$ cat src/gbn_rx_pkg.sv
`default_nettype none

package gbn_rx_pkg;

    // Datagram geometry.
    localparam int MAX_DATAGRAM = 2048;
    localparam int HEADER_BYTES = 81;
    localparam int POS_W        = $clog2(MAX_DATAGRAM + 1);

    // Byte positions inside the header and datagram limits.
    localparam logic [POS_W-1:0] FLAG_POS  = POS_W'(HEADER_BYTES - 1);
    localparam logic [POS_W-1:0] SEQ_POS   = POS_W'(15);
    localparam logic [POS_W-1:0] LEN_POS   = POS_W'(63);
    localparam logic [POS_W-1:0] CONN_LEN  = POS_W'(7);
    localparam logic [POS_W-1:0] MAX_POS   = POS_W'(MAX_DATAGRAM);
    localparam logic [POS_W-1:0] HDR_LIMIT = POS_W'(HEADER_BYTES);

    // Connect matcher codes.
    localparam logic [3:0] CONN_TEXT_DONE = 4'd7;
    localparam logic [3:0] CONN_ZERO_DONE = 4'd8;
    localparam logic [3:0] CONN_FAIL      = 4'd15;

    localparam logic [7:0]  ASCII_ZERO    = 8'h30;
    localparam logic [7:0]  ASCII_ONE     = 8'h31;
    localparam logic [15:0] GOOD_SUM      = 16'hFFFF;
    localparam logic [15:0] MAX_SEQ_RESET = 16'd500;

    typedef enum logic [2:0] {
        V_CSUM_ERROR   = 3'd0,
        V_STALE_DROP   = 3'd1,
        V_ACK_IN_ORDER = 3'd2,
        V_ACK_PREVIOUS = 3'd3,
        V_CONNECT_OK   = 3'd4,
        V_SHORT        = 3'd5
    } verdict_t;

    typedef struct packed {
        logic [7:0] data_byte;
        logic       last_byte;
    } in_item_t;

    typedef struct packed {
        logic        payload_valid;
        logic [7:0]  payload_byte;
        logic        verdict_valid;
        verdict_t    verdict;
        logic        ack_final;
        logic [15:0] ack_seq;
        logic        commit;
        logic        file_done;
    } out_item_t;

    // Characters of the connect keyword, indexed by byte position.
    function automatic logic [7:0] conn_char(input logic [2:0] idx);
        logic [7:0] ch;
        unique case (idx)
            3'd0:    ch = 8'h63;
            3'd1:    ch = 8'h6F;
            3'd2:    ch = 8'h6E;
            3'd3:    ch = 8'h6E;
            3'd4:    ch = 8'h65;
            3'd5:    ch = 8'h63;
            3'd6:    ch = 8'h74;
            default: ch = 8'h00;
        endcase
        return ch;
    endfunction

    // Ones-complement add with end-around carry.
    function automatic logic [15:0] ones_add(input logic [15:0] a, input logic [15:0] b);
        logic [16:0] s;
        s = {1'b0, a} + {1'b0, b};
        return s[15:0] + {15'd0, s[16]};
    endfunction

endpackage

`default_nettype wire

$ cat src/gbn_rx_in_slice.sv
`default_nettype none

module gbn_rx_in_slice (
    input  wire logic                aclk,
    input  wire logic                aresetn,
    input  wire logic                s_valid,
    output logic                     s_ready,
    input  wire gbn_rx_pkg::in_item_t s_data,
    input  wire logic                take,
    output logic                     item_valid,
    output gbn_rx_pkg::in_item_t     item
);
    import gbn_rx_pkg::*;

    logic     valid_reg;
    in_item_t data_reg;

    // The slot refills in the same cycle that the engine consumes it.
    assign s_ready    = !valid_reg || take;
    assign item_valid = valid_reg;
    assign item       = data_reg;

    always_ff @(posedge aclk) begin
        if (!aresetn) begin
            valid_reg <= 1'b0;
        end else if (s_valid && s_ready) begin
            valid_reg <= 1'b1;
        end else if (take) begin
            valid_reg <= 1'b0;
        end
    end

    // Payload register needs no reset.
    always_ff @(posedge aclk) begin
        if (s_valid && s_ready) begin
            data_reg <= s_data;
        end
    end

endmodule

`default_nettype wire

$ cat src/gbn_rx_engine.sv
`default_nettype none

module gbn_rx_engine (
    input  wire logic                 aclk,
    input  wire logic                 aresetn,
    input  wire logic                 item_valid,
    input  wire gbn_rx_pkg::in_item_t item,
    output logic                      take,
    input  wire logic                 res_can_load,
    output logic                      res_load,
    output gbn_rx_pkg::out_item_t     res,
    input  wire logic                 cfg_valid,
    input  wire logic                 cfg_ready,
    input  wire logic [15:0]          cfg_data
);
    import gbn_rx_pkg::*;

    logic [POS_W-1:0] pos_reg, pos_next;
    logic [15:0]      shift_reg, shift_next;
    logic [15:0]      seq_reg, seq_next;
    logic [15:0]      len_reg, len_next;
    logic             flag_reg, flag_next;
    logic [15:0]      acc_reg, acc_next;
    logic [8:0]       pend_reg, pend_next;
    logic [3:0]       conn_reg, conn_next;
    logic [15:0]      exp_reg, exp_next;
    logic [15:0]      max_seq_reg;
    logic [15:0]      sum;
    logic [7:0]       b;
    logic             pay_valid;
    logic [7:0]       pay_byte;
    logic             has_res;
    logic             fire;

    assign b = item.data_byte;

    // Per-byte update of the datagram state.
    always_comb begin
        pos_next   = pos_reg;
        shift_next = shift_reg;
        seq_next   = seq_reg;
        len_next   = len_reg;
        flag_next  = flag_reg;
        acc_next   = acc_reg;
        pend_next  = pend_reg;
        conn_next  = conn_reg;
        pay_valid  = 1'b0;
        pay_byte   = '0;

        if (pos_reg < MAX_POS) begin
            if (pos_reg < CONN_LEN) begin
                conn_next = (conn_reg == pos_reg[3:0] && b == conn_char(pos_reg[2:0]))
                            ? pos_reg[3:0] + 4'd1 : CONN_FAIL;
            end else if (pos_reg == CONN_LEN) begin
                conn_next = (conn_reg == CONN_TEXT_DONE && b == 8'h00)
                            ? CONN_ZERO_DONE : CONN_FAIL;
            end

            if (pos_reg < FLAG_POS) begin
                shift_next = {shift_reg[14:0], b == ASCII_ONE};
                if (pos_reg[3:0] == 4'hF) begin
                    acc_next = ones_add(acc_reg, shift_next);
                    if (pos_reg == SEQ_POS) begin
                        seq_next = shift_next;
                    end else if (pos_reg == LEN_POS) begin
                        len_next = shift_next;
                    end
                end
            end else if (pos_reg == FLAG_POS) begin
                flag_next = (b != ASCII_ZERO);
                acc_next  = ones_add(acc_reg, {15'd0, flag_next});
            end else if ({{(16-POS_W){1'b0}}, pos_reg} < len_reg) begin
                pay_valid = 1'b1;
                pay_byte  = b;
                // The payload starts at an odd position, so odd positions open a pair.
                if (pos_reg[0]) begin
                    pend_next = {1'b1, b};
                end else begin
                    acc_next  = ones_add(acc_reg, {pend_reg[7:0], b});
                    pend_next = '0;
                end
            end
            pos_next = pos_reg + POS_W'(1);
        end
    end

    // A pending high byte never coexists with an accumulator update in the same item.
    assign sum = pend_next[8] ? ones_add(acc_reg, {pend_next[7:0], 8'h00}) : acc_next;

    // Verdict for the last byte and the expected sequence update.
    always_comb begin
        exp_next = exp_reg;
        res.payload_valid = pay_valid;
        res.payload_byte  = pay_byte;
        res.verdict_valid = 1'b0;
        res.verdict       = V_CSUM_ERROR;
        res.ack_final     = 1'b0;
        res.ack_seq       = '0;
        res.commit        = 1'b0;
        res.file_done     = 1'b0;
        if (item.last_byte) begin
            res.verdict_valid = 1'b1;
            priority if (conn_next == CONN_TEXT_DONE || conn_next == CONN_ZERO_DONE) begin
                res.verdict = V_CONNECT_OK;
            end else if (pos_next < HDR_LIMIT) begin
                res.verdict = V_SHORT;
            end else if (sum != GOOD_SUM) begin
                res.verdict = V_CSUM_ERROR;
            end else if (seq_next < exp_reg) begin
                res.verdict = V_STALE_DROP;
            end else if (seq_next == exp_reg) begin
                res.verdict   = V_ACK_IN_ORDER;
                res.ack_final = flag_next;
                res.ack_seq   = seq_next;
                res.commit    = 1'b1;
                res.file_done = !flag_next;
                if (!flag_next || seq_next == max_seq_reg) begin
                    exp_next = '0;
                end else begin
                    exp_next = exp_reg + 16'd1;
                end
            end else begin
                res.verdict   = V_ACK_PREVIOUS;
                res.ack_final = 1'b1;
                res.ack_seq   = (exp_reg == 16'd0) ? max_seq_reg : exp_reg - 16'd1;
            end
        end
    end

    // An item with no result moves on only together with the result flow.
    assign has_res  = res.payload_valid || res.verdict_valid;
    assign fire     = item_valid && res_can_load;
    assign take     = fire;
    assign res_load = fire && has_res;

    // Datagram state registers.
    always_ff @(posedge aclk) begin
        if (!aresetn) begin
            pos_reg   <= '0;
            shift_reg <= '0;
            seq_reg   <= '0;
            len_reg   <= '0;
            flag_reg  <= 1'b0;
            acc_reg   <= '0;
            pend_reg  <= '0;
            conn_reg  <= '0;
            exp_reg   <= '0;
        end else if (fire) begin
            exp_reg <= exp_next;
            if (item.last_byte) begin
                pos_reg   <= '0;
                shift_reg <= '0;
                seq_reg   <= '0;
                len_reg   <= '0;
                flag_reg  <= 1'b0;
                acc_reg   <= '0;
                pend_reg  <= '0;
                conn_reg  <= '0;
            end else begin
                pos_reg   <= pos_next;
                shift_reg <= shift_next;
                seq_reg   <= seq_next;
                len_reg   <= len_next;
                flag_reg  <= flag_next;
                acc_reg   <= acc_next;
                pend_reg  <= pend_next;
                conn_reg  <= conn_next;
            end
        end
    end

    // Configuration register.
    always_ff @(posedge aclk) begin
        if (!aresetn) begin
            max_seq_reg <= MAX_SEQ_RESET;
        end else if (cfg_valid && cfg_ready) begin
            max_seq_reg <= cfg_data;
        end
    end

    // The position counter saturates at the datagram limit.
    a_pos_bounded: assert property (@(posedge aclk) disable iff (!aresetn)
        pos_reg <= MAX_POS)
        else $error("byte position beyond datagram limit");

    // A last byte always restarts the datagram.
    a_last_clears: assert property (@(posedge aclk) disable iff (!aresetn)
        fire && item.last_byte |=> pos_reg == '0 && pend_reg == '0 && acc_reg == '0)
        else $error("datagram state not cleared after last byte");

    // A delivered packet that ends a file restarts the sequence.
    a_file_done_restart: assert property (@(posedge aclk) disable iff (!aresetn)
        fire && res.file_done |=> exp_reg == 16'd0)
        else $error("expected sequence not restarted at end of file");

    // Only an in-order ack moves the expected sequence.
    a_exp_only_on_commit: assert property (@(posedge aclk) disable iff (!aresetn)
        !(fire && res.commit) |=> $stable(exp_reg))
        else $error("expected sequence changed without commit");

endmodule

`default_nettype wire

$ cat src/gbn_rx_out_slice.sv
`default_nettype none

module gbn_rx_out_slice (
    input  wire logic                  aclk,
    input  wire logic                  aresetn,
    input  wire logic                  load,
    input  wire gbn_rx_pkg::out_item_t res,
    output logic                       can_load,
    output logic                       m_valid,
    input  wire logic                  m_ready,
    output gbn_rx_pkg::out_item_t      m_data
);
    import gbn_rx_pkg::*;

    logic      valid_reg;
    out_item_t data_reg;

    // A new result may enter as the held one leaves.
    assign can_load = !valid_reg || m_ready;
    assign m_valid  = valid_reg;
    assign m_data   = data_reg;

    always_ff @(posedge aclk) begin
        if (!aresetn) begin
            valid_reg <= 1'b0;
        end else if (load) begin
            valid_reg <= 1'b1;
        end else if (m_ready) begin
            valid_reg <= 1'b0;
        end
    end

    always_ff @(posedge aclk) begin
        if (load) begin
            data_reg <= res;
        end
    end

endmodule

`default_nettype wire

$ cat src/go_back_n_packet_receiver_core.sv
// Go-back-N datagram receiver: one datagram byte per item, one item per cycle sustained
// while m_ready is high. Each byte passes an input register, combinational header
// parsing and 16-bit ones-complement checksum update, and lands in a result register.
// Header bytes other than a last byte only update internal state and give no result;
// payload bytes are echoed provisionally, and the last byte gives one verdict (checksum
// error, stale drop, in-order ack, ack of the previous sequence, connect ok or short).
// Payload is kept only when the verdict carries commit. The user must write the max_seq
// register through the cfg channel only while the block is idle; this is not enforced.

`default_nettype none

module go_back_n_packet_receiver_core (
    input  wire logic                  aclk,
    input  wire logic                  aresetn,
    input  wire logic                  s_valid,
    output logic                       s_ready,
    input  wire gbn_rx_pkg::in_item_t  s_data,
    output logic                       m_valid,
    input  wire logic                  m_ready,
    output gbn_rx_pkg::out_item_t      m_data,
    input  wire logic                  cfg_valid,
    output logic                       cfg_ready,
    input  wire logic [15:0]           cfg_data
);
    import gbn_rx_pkg::*;

    logic      item_valid;
    in_item_t  item;
    logic      take;
    logic      res_can_load;
    logic      res_load;
    out_item_t res;

    // Configuration is always taken.
    assign cfg_ready = 1'b1;

    gbn_rx_in_slice u_in (
        .aclk       (aclk),
        .aresetn    (aresetn),
        .s_valid    (s_valid),
        .s_ready    (s_ready),
        .s_data     (s_data),
        .take       (take),
        .item_valid (item_valid),
        .item       (item)
    );

    gbn_rx_engine u_engine (
        .aclk         (aclk),
        .aresetn      (aresetn),
        .item_valid   (item_valid),
        .item         (item),
        .take         (take),
        .res_can_load (res_can_load),
        .res_load     (res_load),
        .res          (res),
        .cfg_valid    (cfg_valid),
        .cfg_ready    (cfg_ready),
        .cfg_data     (cfg_data)
    );

    gbn_rx_out_slice u_out (
        .aclk     (aclk),
        .aresetn  (aresetn),
        .load     (res_load),
        .res      (res),
        .can_load (res_can_load),
        .m_valid  (m_valid),
        .m_ready  (m_ready),
        .m_data   (m_data)
    );

endmodule

`default_nettype wire
$ cat config.mk
export PLATFORM = sky130hd
export DESIGN_NAME = go_back_n_packet_receiver_core
export DESIGN_NICKNAME = d
export VERILOG_FILES = /design/src/gbn_rx_pkg.sv /design/src/gbn_rx_in_slice.sv /design/src/gbn_rx_engine.sv /design/src/gbn_rx_out_slice.sv /design/src/go_back_n_packet_receiver_core.sv
export SDC_FILE = /design/constraint.sdc
export NUM_CORES = 1
export LEC_CHECK = 0
export BUFFER_PORTS_ARGS = -buffer_cell sky130_fd_sc_hd__buf_2
export CAP_MARGIN = 30
export CORE_AREA = 3 3 155 157
export DETAILED_ROUTE_END_ITERATION = 7
export DIE_AREA = 0 0 158 160
export PLACE_DENSITY_LB_ADDON = 0.05
export SYNTH_ARGS = -nofsm -noshare
export SYNTH_HDL_FRONTEND = slang
export SYNTH_HIERARCHICAL = 1
export SYNTH_SLANG_ARGS = --single-unit
$ cat constraint.sdc
create_clock -name aclk -period 6.2 [get_ports aclk]
set_clock_uncertainty 0.2 [all_clocks]
set_input_delay 0.62 -clock aclk [delete_from_list [all_inputs] [get_ports aclk]]
set_output_delay 0.62 -clock aclk [all_outputs]
set_load 0.02 [all_outputs]
; ---- Word level (Yosys, flattened, before mapping)
; Index checks and enable logic that the tools add are counted.
[classes]
addsub = 12
n_lt_le_gt_ge = 6
eq_ne = 22
mux = 64
bitwise = 8
n_reduce_logical = 31
[op_table]
columns = cell, count
row1 = $mux W16, 21
row2 = $mux W19, 4
row3 = $add A16 B1 Y16, 4
row4 = $mux W9, 6
row5 = $add A16 B16 Y17, 3
row6 = $mux W15, 3
row7 = $pmux W7 S5, 1
row8 = $eq A16 B16 Y1, 2
row9 = $lt A12 B7 Y1 const B, 2
row10 = $mux W12, 2
row11 = $mux W23, 1
row12 = $mux W4, 5
row13 = $mux W18, 1
row14 = $add A16 B1 Y17, 1
row15 = $add A16 B1 Y16 const B, 1
row16 = $logic_not A16 Y1, 1
row17 = $lt A12 B16 Y1, 1
row18 = $lt A16 B16 Y1, 1
row19 = $mux W8, 2
row20 = $ne A16 B16 Y1 const B, 1
row21 = $sub A16 B1 Y16 const B, 1
row22 = $mux W3, 5
row23 = $add A12 B1 Y12 const B, 1
row24 = $eq A12 B3 Y1 const B, 1
row25 = other kinds (32), 72
[word_totals]
regBits = 164
in_bits = 30
elab_cells = 167

; ---- Logic depth before layout (Yosys ltp)
[depth]
ltp_word = 17
ltp_mapped = 30
depth_no_buf = 28

; ---- Hierarchy
; Netlist, hierarchy kept.
[modules_own_cells]
columns = module, instances, cells_per_inst, area_per_inst_um2, seq_area_each_um2
row1 = gbn_rx_engine, 1, 1553, 11527.3, 2422.3
row2 = gbn_rx_out_slice, 1, 36, 1009.7, 980.9
row3 = gbn_rx_in_slice, 1, 14, 327.8, 290.3
row4 = go_back_n_packet_receiver_core, 1, 2, 11.3, 0.0

; ---- Worst setup path before layout
; Ideal clock, no wire load.
[synth_path]
kind = flip-flop to flip-flop
from = register u_engine.pos_reg[0]
to = register u_engine.exp_reg[13]
setup_ps = 70
arrival_ps = 6246
t_required_ps = 5930
setup_slack_ps = -316
stages_incl_launch_ff = 29
cell_sequence = dfxtp_1 -> buf_2 -> clkinv_1 -> ha_1 -> or4b_2 -> a211oi_2 -> nor2_1 -> nand2_1 -> clkbuf_1 -> o31ai_1 -> ha_1 -> fa_1 -> a21o_1 -> a21oi_1 -> o21ai_0 -> a21o_1 -> a21o_1 -> ha_1 -> o21ai_0 -> a32oi_1 -> a21oi_1 -> nand3_1 -> nor2b_1 -> nand3_1 -> o21a_1 -> or4b_4 -> buf_6 -> or4_1 -> a21boi_1
[synth_between]
elab_chain_len = 14
word_cells_on_any_way = 67
cone_classes = add/sub: 4 / order compare: 6 / eq/ne: 17 / mux: 28 / bitwise: 4 / reduce/logical: 8
[synth_rtl]
columns = element, line
row1 = start: declaration, gbn_rx_engine.sv:18  ; logic [POS_W-1:0] pos_reg, pos_next;
row2 = start signal: assignment, gbn_rx_engine.sv:160  ; pos_reg <= pos_next;
row3 = branches (longest 14 deep; another with $add A16 B16 Y17), -
row4 = end signal: assignment, gbn_rx_engine.sv:149  ; exp_reg <= exp_next;
row5 = end: declaration, gbn_rx_engine.sv:26  ; logic [15:0] exp_reg, exp_next;
; Parallel ways; which one is timed is not known. The select of a mux whose other input is x is not followed.
; A chain may end at the register's enable or synchronous reset.

; ---- Final worst setup path
[layout_path]
from = register u_engine.len_reg[9]
to = register u_engine.exp_reg[12]
[layout_between]
elab_chain_len = 11
word_cells_on_any_way = 15
cone_classes = add/sub: 2 / order compare: 1 / eq/ne: 1 / mux: 9 / bitwise: 1 / reduce/logical: 1
[layout_rtl]
columns = element, line
row1 = start: declaration, gbn_rx_engine.sv:21  ; logic [15:0] len_reg, len_next;
row2 = start signal: assignment, gbn_rx_engine.sv:163  ; len_reg <= len_next;
row3 = $lt A12 B16 Y1 (*), gbn_rx_engine.sv:72  ; end else if ({{(16-POS_W){1'b0}}, pos_reg} < len_reg) begin
row4 = $mux W9, gbn_rx_engine.sv:72
row5 = $mux W9, gbn_rx_engine.sv:69  ; end else if (pos_reg == FLAG_POS) begin
row6 = $mux W9, gbn_rx_engine.sv:59  ; if (pos_reg < FLAG_POS) begin
row7 = $mux W9, gbn_rx_engine.sv:50  ; if (pos_reg < MAX_POS) begin
row8 = $add A16 B16 Y17, gbn_rx_pkg.sv:72  ; s = {1'b0, a} + {1'b0, b};
row9 = $add A16 B1 Y16, gbn_rx_pkg.sv:73  ; return s[15:0] + {15'd0, s[16]};
row10 = $mux W16 (*), gbn_rx_engine.sv:88  ; assign sum = pend_next[8] ? ones_add(acc_reg, {pend_next[7:0], 8'h00}) : acc_next;
row11 = $ne A16 B16 Y1 (*), gbn_rx_engine.sv:107  ; end else if (sum != GOOD_SUM) begin
row12 = $not A1 Y1 (no line) (*), -
row13 = $reduce_and A7 Y1 (no line) (*), -
; Mark *: on every way between the ends. The rest lies on a longest branch, timed or not.

==> run summary <==
top-area cell type share of the netlist area = 19.1%
endpoint class of the critical path = register
Mapped Cells = 1,605
Ys Warns = 6
Critical Path RT = 6340 ps
net switching fraction of the power = 25.9%
Yosys reg bits = 164
CTS H-tree lvls = 4
vias per cell = 6.53
largest net degree at the start of global routing = 83
Die Ht = 160 um
total CTS buffers = 17
ys async rst share = 0%
crit-path max cell delay = 410 ps
min-delay worst type = in2reg
HP Start = s_data[7]
GRT Total Usage = 32.9%
first-pass GRT wire length = 66,300 um
1st-iter DRT viols = 1,199
root buffer cell = clkbuf_16
Finished Layout Cells = 2,049
Pre-Repair DR Iteration Count = 6
num rows = 55
cell internal pwr = 0.00176 W
filler instances = 1,884
Startpoint Class = register
Crit-path slowest cell = a2111o_1
max layer used = met4
Hold EP = u_in/item[7]
ant diodes = 0
dpl cells = 1,990
Met2 Wirelength = 20,000 um
overall power = 0.00237 W
max reg flops = 32
final slew viol count = 0
CTS tree = done
Max Fanout on Critical Path = 7
clk sinks = 164
# nets final = 1,869
Slew HR = 28.6%
Final min period = 6110 ps
worst-margin pin slew = 1060 ps
RSZ-0062 raised after global routing = yes
port bufs = 63
Top delay family on crit path = compound AO/OA/AOI/OAI gates
CTS Buffer Depth = 2
metal3 WL = 3280 um
die area = 25,300 sq um
Hold Crit Depth = 1
die width = 158 um
Clk pwr share = 45.1%
EDFF count, synth = 41
Netlist cell types = 95
Comb power frac = 7.4%
vias in the first global route = 12,452
detailed placement HPWL = 31,800 um
I/O pin cnt = 65
sequential power share = 47.5%
initial antenna violation count = 0
Worst Path Class, Setup = reg2reg
Max-cap violations = 0
average size of a mapped cell = 8.02 sq um
Seq/Total Area, Yosys = 28.7%
P per Cell Area = 154 nW/um^2
Clock Latency Late Sink = 440 ps
static leakage = 6.35 nW
arrival time at the worst endpoint = 6250 ps
Net Sw Power = 0.000615 W
FF-to-FF End = u_engine/exp_reg[12]
worst path bufs/invs = 6
Most common cell on crit path = buf_4
Vias = 13,379
Final setup viols = 0
setup tns final = 0 ps
Finished Cell Area = 15,400 sq um
area growth from synthesis to layout = 19.7%
cell taking the most area after synthesis = dfxtp_1
metal1 wirelength = 16,900 um
leading post-synthesis cells by cell area = dfxtp_1 19%, edfxtp_1 9.6%, ha_1 8.3%, nor2_1 5.5%, a22oi_1 4.3%
slack of the worst reg-to-reg path = 90 ps
synthesized area = 12,900 sq um
GPL Wtd Cong = 0.986
VDD IR max = 201 uV
share of cells above drive strength 1 = 21.4%
Hold Buf Count CTS = 0
dominant synthesized flop cell = dfxtp_1
r2r worst-path depth = 31
effective utilization at floorplan = 56.9%
final number of hold-violating endpoints = 0
clock slew at reported path FFs = 80 ps
worst r2r src = u_engine/len_reg[9]
Final ANT Viol Nets = 0
status = complete, no violations
WL final = 42,900 um
Core ar. = 22,600 sq um
final worst path period share = 98.5%
DRC = 0
routed wire length per instance = 20.9 um
Hold WS = 161 ps
GRT overflow = 0
Area after DPL = 14,200 sq um
Max Fclk = 164 MHz
-- power by group through the flow --
stage / Sequential, W / Clock [W] / Combinational [W]
floorplan: 0.00115 / 0 / 0.0000983
global placement: 0.00115 / 0 / 0.000157
detailed placement: 0.00115 / 0 / 0.000165
CTS: 0.00113 / 0.00108 / 0.000169
global route: 0.00113 / 0.00113 / 0.000191
finish: 0.00113 / 0.00107 / 0.000176
-- per-stage QoR --
step           worst slack, ps  utilization [%]
6_report                  91.7             68.1
5_1_grt                   -135             68.1
4_1_cts                   14.0             66.5
3_5_place_dp              -196             62.8
3_3_place_gp               107             62.4
2_1_floorplan             11.0                -
-- timing repair --
item | CTS | global route
pin swaps | 15 | 40
resized for setup | 39 | 60
buffers inserted | 12 | 15
setup endpoints to repair | 14 | 37
cloned | 2 | 0
-- placed cells by master (no fill, tap or decap), types with 8 or more instances in the layout --
cell type,instances
a211oi_1,9
a21o_1,26
a21oi_1,100
a22oi_1,73
a31oi_1,17
and2_1,11
and3_1,26
buf_2,63
buf_4,145
clkbuf_16,19
dfxtp_1,122
edfxtp_1,41
ha_1,75
inv_1,68
mux2_2,8
mux2i_1,15
nand2_1,136
nand2b_1,12
nand3_1,43
nand4_1,28
nor2_1,183
nor2b_1,12
nor3_1,41
nor4_1,15
o211ai_1,20
o21a_1,14
o21ai_0,57
o21ai_1,9
o31ai_1,12
or2_2,9
or3_1,16
or4_1,11
xnor2_1,54
xor2_1,33
-- worst max-delay path by stage --
stage,startpoint,end,slack (ps),cells past startpoint
after floorplan,u_engine/pos_reg[0],u_engine/exp_reg[13],10,28
after global placement,u_in/item[7],u_out/m_data[14],110,29
after detailed placement,u_in/item[3],u_engine/exp_reg[5],-200,29
after CTS,u_in/item[3],u_engine/exp_reg[2],10,29
after global routing,u_engine/len_reg[9],u_engine/exp_reg[12],-140,31
final,u_engine/len_reg[9],u_engine/exp_reg[12],90,31
-- routing by layer --
metal	track usage [%]	vias up
li1	-	6249
met1	41.3	6311
met2	54.1	647
met3	4.63	172
met4	17.9	0
met5	0	-
-- cells in the mapped netlist, types with 7 or more instances --
master	number
a211oi_1	11
a21boi_0	11
a21o_1	26
a21oi_1	104
a22oi_1	73
a31oi_1	17
and2_1	12
and3_1	26
and4_1	7
buf_2	9
clkbuf_1	75
dfxtp_1	123
edfxtp_1	41
ha_1	85
inv_1	71
mux2_2	8
mux2i_1	15
nand2_1	139
nand2b_1	12
nand3_1	48
nand4_1	28
nor2_1	189
nor2b_1	12
nor3_1	45
nor4_1	17
o2111ai_1	8
o211ai_1	20
o21a_1	15
o21ai_0	64
o221ai_1	8
o31ai_1	17
or2_2	10
or3_1	17
or4_1	14
xnor2_1	55
xor2_1	33
-- logic make-up (layout without fill, tap and decap cells) --
group,Yosys count,in the layout,synth area share [%]
AO/OA/AOI/OAI,466,466,25.8
XOR/XNOR,88,88,5.99
adder cells (fa/ha/maj),89,89,8.80
buffers and inverters,163,319,5.01
flip-flops,164,164,28.7
multiplexers,23,23,1.87
other,1,3,0.0291
AND/OR/NAND/NOR,611,612,23.8
-- cell type report --
class / instances / area (sq um) / area share [%]
repair buffers: 214 / 1520 / 9.87
clock inverters: 12 / 106 / 0.690
inverters: 73 / 280 / 1.82
clock buffers: 20 / 489 / 3.17
flip-flops and latches: 164 / 3690 / 24.0
well taps: 285 / 357 / 2.31
multi-input cells: 1281 / 8970 / 58.2
-- worst reg2reg max path, delay by kind of cell, from the launching register on --
kind                     cells  cell delay (ps)
flip-flops                   1              330
adder cells (fa/ha/maj)      3              780
buffers and inverters        6              870
AO/OA/AOI/OAI               16             2770
AND/OR/NAND/NOR              6             1070
Note: power is estimated with default switching activity, not from simulation.
